==> src/design/sensor_table_interpolator_top_macros.svh <==
// assertion macros for the sensor table interpolator
// used by sensor_table_interpolator_top; expects clk and rst in scope
`ifndef SENSOR_TABLE_INTERPOLATOR_TOP_MACROS_SVH
`define SENSOR_TABLE_INTERPOLATOR_TOP_MACROS_SVH

// condition implies consequence in the same cycle
`define STI_ASSERT_SAME(lbl, ante, cons, msg) \
  lbl: assert property (@(posedge clk) disable iff (rst) (ante) |-> (cons)) else $error(msg);

// condition implies consequence in the next cycle
`define STI_ASSERT_NEXT(lbl, ante, cons, msg) \
  lbl: assert property (@(posedge clk) disable iff (rst) (ante) |=> (cons)) else $error(msg);

`endif

==> src/design/sti_pkg.sv <==
// shared types and constants for the sensor table interpolator
// no dependencies
`timescale 1ns / 1ps

package sti_pkg;

  localparam int CH_W      = 3;
  localparam int IDX_W     = 6;
  localparam int KEY_W     = 16;
  localparam int VAL_W     = 16;
  localparam int CFG_W     = 7;
  localparam int NUM_REGS  = 8;
  localparam int CFG_IDX_W = 3;
  localparam int S_DATA_W  = 48;
  localparam int M_DATA_W  = 16;
  localparam int DIV_W     = 32;

  typedef enum logic {
    REQ_LOAD    = 1'b0,
    REQ_CONVERT = 1'b1
  } req_t;

  typedef enum logic [2:0] {
    ST_IDLE,
    ST_SEARCH,
    ST_MUL,
    ST_DIV_GO,
    ST_DIV_WAIT,
    ST_DONE
  } state_t;

  typedef struct packed {
    logic busy;
    logic done;
  } div_stat_t;

endpackage

==> src/design/sti_div.sv <==
// bit-serial restoring divider, unsigned, one quotient bit per cycle
// depends on sti_pkg
`timescale 1ns / 1ps

module sti_div import sti_pkg::*; (
  input  logic             clk,
  input  logic             rst,
  input  logic             start,
  input  logic [DIV_W-1:0] dividend,
  input  logic [KEY_W-1:0] divisor,
  output logic [DIV_W-1:0] quotient,
  output div_stat_t        stat
);

  localparam int CNT_W = $clog2(DIV_W);

  logic [KEY_W-1:0] rem;
  logic [KEY_W-1:0] den;
  logic [DIV_W-1:0] quo;
  logic [CNT_W-1:0] cnt;
  logic             busy;
  logic             done;
  logic [KEY_W:0]   trial;
  logic             fits;

  // one shift-subtract step
  assign trial = {rem, quo[DIV_W-1]};
  assign fits  = trial >= {1'b0, den};

  // control
  always_ff @(posedge clk) begin
    if (rst) begin
      busy <= 1'b0;
      done <= 1'b0;
      cnt  <= '0;
    end else begin
      done <= 1'b0;
      if (start && !busy) begin
        busy <= 1'b1;
        cnt  <= '0;
      end else if (busy) begin
        cnt <= cnt + 1'b1;
        if (cnt == CNT_W'(DIV_W - 1)) begin
          busy <= 1'b0;
          done <= 1'b1;
        end
      end
    end
  end

  // datapath
  always_ff @(posedge clk) begin
    if (start && !busy) begin
      rem <= '0;
      quo <= dividend;
      den <= divisor;
    end else if (busy) begin
      rem <= fits ? KEY_W'(trial - {1'b0, den}) : trial[KEY_W-1:0];
      quo <= {quo[DIV_W-2:0], fits};
    end
  end

  assign quotient  = quo;
  assign stat.busy = busy;
  assign stat.done = done;

endmodule
==> config.mk <==
export PLATFORM = sky130hd
export DESIGN_NAME = sti_div
export DESIGN_NICKNAME = d
export VERILOG_FILES = /design/src/design/sensor_table_interpolator_top_macros.svh /design/src/design/sti_pkg.sv /design/src/design/sti_div.sv
export SDC_FILE = /design/constraint.sdc
export NUM_CORES = 1
export LEC_CHECK = 0
export BUFFER_PORTS_ARGS = -buffer_cell sky130_fd_sc_hd__buf_2
export CAP_MARGIN = 10
export CORE_ASPECT_RATIO = 0.9
export CORE_UTILIZATION = 50
export CTS_CLUSTER_DIAMETER = 150
export DETAILED_ROUTE_END_ITERATION = 16
export PLACE_DENSITY = 0.82
export REMOVE_ABC_BUFFERS = 1
export SLEW_MARGIN = 20
export SYNTH_ARGS = -nofsm -noshare
export SYNTH_HDL_FRONTEND = slang
export SYNTH_SLANG_ARGS = --single-unit
==> constraint.sdc <==
create_clock -name clk -period 3.7 [get_ports clk]
set_clock_uncertainty 0.1 [all_clocks]
set_input_delay 0.37 -clock clk [delete_from_list [all_inputs] [get_ports clk]]
set_output_delay 0.37 -clock clk [all_outputs]
set_load 0.01 [all_outputs]
# After elaboration in Yosys (flattened, before gate mapping)
# Cells that the tools add are included.
[word_totals]
latchBits = 0
ff_bits = 71
memories = 0
mem_bits_ro = 0
ram_bits = 0
[op_classes]
div_mod_pow = 0
multipliers = 0
n_reduce_logical = 5
bitwise_logic = 1
shift = 0
n_addsub = 2
eq_ne = 1
n_mux = 7
magnitude_cmp = 1
[ops]
columns = ["operator", "n"]
rows = [
  ["2-to-1 mux 32 bit", 2],
  [">= comparator 17 x 16 -> 1 bit", 1],
  ["2-to-1 mux 16 bit", 1],
  ["subtractor 16 bit", 1],
  ["adder 5 x 1 -> 5 bit, second input constant", 1],
  ["== test 5 bit, second input constant", 1],
  ["2-to-1 mux 1 bit", 4],
  ["OR reduction 3 bit", 1],
  ["nonzero test 2 bit", 1],
  ["OR reduction 2 bit", 1],
  ["logical AND 1 bit", 1],
  ["zero test 1 bit", 1],
  ["inverter 1 bit", 1],
]

# Longest topological paths before layout
[logic_depth]
word_depth = 4
mapped_depth = 11

# Least setup slack after synthesis
# No wires, ideal clock.
[synth_timing]
path_kind = "register to register"
from = "register quo[31], in the netlist quotient[31]"
to = "register rem[12]"
path_stages_with_launch = 11
setup_ns = 0.074
arrival_time_ns = 2.208
slack_ns = 1.317
period_less_slack_ns = 2.383
n_path_buf = 0
path_cell_list = "edfxtp_1 inv_1 ha_1 fa_1 nand2b_1 a211oi_1 o21ai_0 a21oi_1 and4_1 nor3_1 o21ai_0"
[synth_via]
elab_chain_len = 2
[synth_rtl]
columns = ["element", "line", "rtl"]
rows = [
  ["start, declared", "sti_div.sv:19", "logic [DIV_W-1:0] quo;"],
  ["start signal, assigned", "sti_div.sv:55", "quo <= dividend;"],
  ["start signal, assigned", "sti_div.sv:59", "quo <= {quo[DIV_W-2:0], fits};"],
  ["subtractor 16 bit or >= comparator 17 x 16 -> 1 bit (tied branches)", "sti_div.sv:58, sti_div.sv:28", ""],
  ["2-to-1 mux 16 bit *", "sti_div.sv:58", "rem <= fits ? KEY_W'(trial - {1'b0, den}) : trial[KEY_W-1:0];"],
  ["end signal, assigned", "sti_div.sv:58", ""],
  ["end, declared", "sti_div.sv:17", "logic [KEY_W-1:0] rem;"],
]
# Mark *: on every way between the ends. The rest lies on a longest branch, timed or not.
# A chain may end at the register's enable or synchronous reset.

# Final worst setup path
[layout_timing]
from = "register quo[31], in the netlist quotient[31]"
to = "register rem[14]"
# Same word-level chain as after synthesis.

==> qor.yml <==
critical_path:
  crit_path_start_kind: "register"
  critical_path_class: "register to register"
  required_ps: 3870
  reg2reg_depth: 10
  cp_top_family: "compound AO/OA/AOI/OAI gates"
  cp-end-kind: "register"
  path_cells: "inv_1 > ha_1 > fa_1 > nand2b_1 > a211oi_1 > o21ai_0 > a211oi_1 > nor3_1 > xor2_1 > o21ai_0"
  crit_fanout: 4
  worstPathArrival_ps: 2920
  r2r_start: "quotient[31]"
  slowest_stage: "fa_1"
  cpPeakStageDelay_ps: 410
  crit_buf_inv: 1
  regToRegSetupSlack_ps: 940
  worst_r2r_endpoint: "rem[14]"
min_path:
  holdCritStartpoint: "divisor[11]"
  min_path_type: "input port to register"
  worstHoldEndpoint: "den[11]"
  hold_depth: 1
drt:
  first_pass_iters: 4
  wl_um: 7810
  routedWlPerCell_um: 15.7
  vias: 2737
  drc_errors: 0
  drt_iter0_drc: 184
  ant_nets: 0
  vias_per_cell: 5.48
placed_design:
  gp_congestion: 0.826
  port_buffers: 84
  hpwl_um: 5510
  pre_cts_ws_ps: 979
timing:
  rsz0062_at_grt: "false"
  timing.slew.headroom_pct: 56.9
  setup_violations: 0
  post-route-period-util_pct: 74.5
  max_clock_freq_mhz: 363
  timing.final.ws_setup_ps: 945
  slew_viol_final: 0
  finalCriticalPeriod_ps: 2760
  hold_viol: 0
  worst_pin_slew_ps: 647
  tns_ps: 0
logic_synthesis:
  yosys_warnings: 0
  ys_seq_area_share_pct: 52.5
  synth_flop_cell: "edfxtp_1"
  yosys-top-cells-area: "edfxtp_1 (40%), dfxtp_1 (13%), mux2_2 (9.6%)"
  synth_top_area_share_pct: 39.8
  async_flop_share_pct: 0
  synth_cell_types: 46
  syn-cell-area_um2: 3620
  synth_cells: 315
  ys_ff_latch: 71
  synth_edf_count: 48
  avgSynthCellArea_um2: 11.5
  synth.largest_area_cell: "edfxtp_1"
floorplan:
  die_area_um2: 7590
  pin_count: 85
  row_count: 29
  start_util_pct: 51.4
  core-area_um2: 7040
  die_h_um: 82.7
  die_x_um: 91.7
grt:
  grt_overflow: 0
  antenna_found_initial: 0
  grt_start_max_net_pins: 41
  grt_pass1_wl_um: 12500
  grt_pass1_vias: 2605
  track_usage_pct: 21.5
clocking:
  cts_resized: 0
  ctsHoldBuffers: 0
  path_clk_slew_ps: 80
  cts_max_level: 3
  clock_latency_ps: 340
  clk_path_buf_depth: 2
  cts_root_buffer: "clkbuf_8"
  cts_setup_buffers: 0
  cts-buffers-inserted: 9
  cts_sinks: 71
  cts_tree: "done"
cells_and_area:
  antenna_cells: 0
  nFillCells: 584
  final_cell_mix: "buf_2 (84), edfxtp_1 (48), mux2_2 (31), inv_1 (23), dfxtp_1 (23)"
  seq_area_um2: 1900
  layout_commonest_cell: "buf_2"
  syn_to_final_growth_pct: 20.6
  finalNetCount: 471
  drive_gt1_share_pct: 35.0
  multi_input_area_um2: 1560
job:
  drv_cap: 0
power:
  p_leak_uw: 0.00185
  p_per_area_nw_per_um2: 441
  peakVddDrop_mv: 0.300
outcome:
  status: "complete, no violations"
-- metal layers --
layer	vias to the layer above	GRT usage [%]	wire [µm]
li1	1349	-	-
met1	1269	27.7	3400
met2	109	33.8	3710
met3	10	6.59	625
met4	0	9.53	85
met5	-	0	0
-- how the worst max path moves through the flow --
stage / depth (start not counted) / end / startpoint / slack, ps
finish: 10 / rem[14] / quotient[31] / 940
detailed placement: 10 / rem[14] / quotient[31] / 980
CTS: 10 / rem[14] / quotient[31] / 960
global route: 9 / rem[0] / den[1] / 770
global placement: 9 / rem[0] / den[4] / 1100
floorplan: 2 / quotient[10] / busy / -170
-- kinds of logic (layout without fill, tap and decap cells) --
logic type	count (synthesis)	count (layout)	share of synthesized area [%]
fa+ha+maj	19	19	6.77
xor+xnor	13	13	3.14
mux	36	36	11.0
compound gates	57	57	10.7
flops	71	71	52.5
buf+inv	38	129	4.70
simple gates	81	81	11.1
-- where the power goes --
group          leakage, µW  internal (µW)  switching [µW]
Combinational      0.00109            137             151
Sequential        0.000661            922            31.1
Clock             0.000103            381             305
-- Yosys cell counts (2+ instances only) --
master    instances
a31oi_1           3
nor4_1            2
buf_1             3
o21ai_0          12
mux2_2           31
o21ai_1           2
nor2_1           13
xnor2_1           5
buf_6             2
edfxtp_1         48
nand3_1          22
ha_1             18
a21o_1            4
nand2b_1          2
a32oi_1           6
dfxtp_1          23
a22o_1            2
o221ai_1          2
o211ai_1          3
nor2b_1           3
nand2_1          18
mux2i_1           5
nor3_1            9
xor2_1            8
nand4_1           5
a21oi_1          10
a211oi_1          5
inv_1            23
nor3b_1           2
clkbuf_1          4
buf_4             2
buf_2             4
-- stage by stage --
| stage | total power (µW) | hold WS (ps) | instance area [µm²] | cells | utilization, % |
|---|---|---|---|---|---|
| finish | 1930 | 99.3 | 4370 | 499 | 62.0 |
| floorplan | 1140 | 337 | 3540 | 300 | - |
| detailed placement | 1250 | 367 | 4120 | 482 | 58.5 |
| global route | 2010 | 78.0 | 4370 | 499 | 62.0 |
| CTS | 1940 | 81.5 | 4340 | 498 | 61.6 |
| global placement | 1240 | 375 | 4120 | 482 | 58.5 |
-- state kept, by name (all words and copies together), names as in the netlist --
signal and flops:
busy 1, done 1, cnt 5, quotient 32, den 16, rem 16
-- area by class of cell --
| class | instances | area share [%] |
|---|---|---|
| Clock inverter | 7 | 2.21 |
| Sequential cell | 71 | 43.6 |
| Multi-Input combinational cell | 206 | 35.6 |
| Inverter | 23 | 1.98 |
| Timing Repair Buffer | 90 | 11.1 |
| Clock buffer | 9 | 2.84 |
| Tap cell | 93 | 2.66 |
Note: power is estimated with default switching activity, not from simulation.
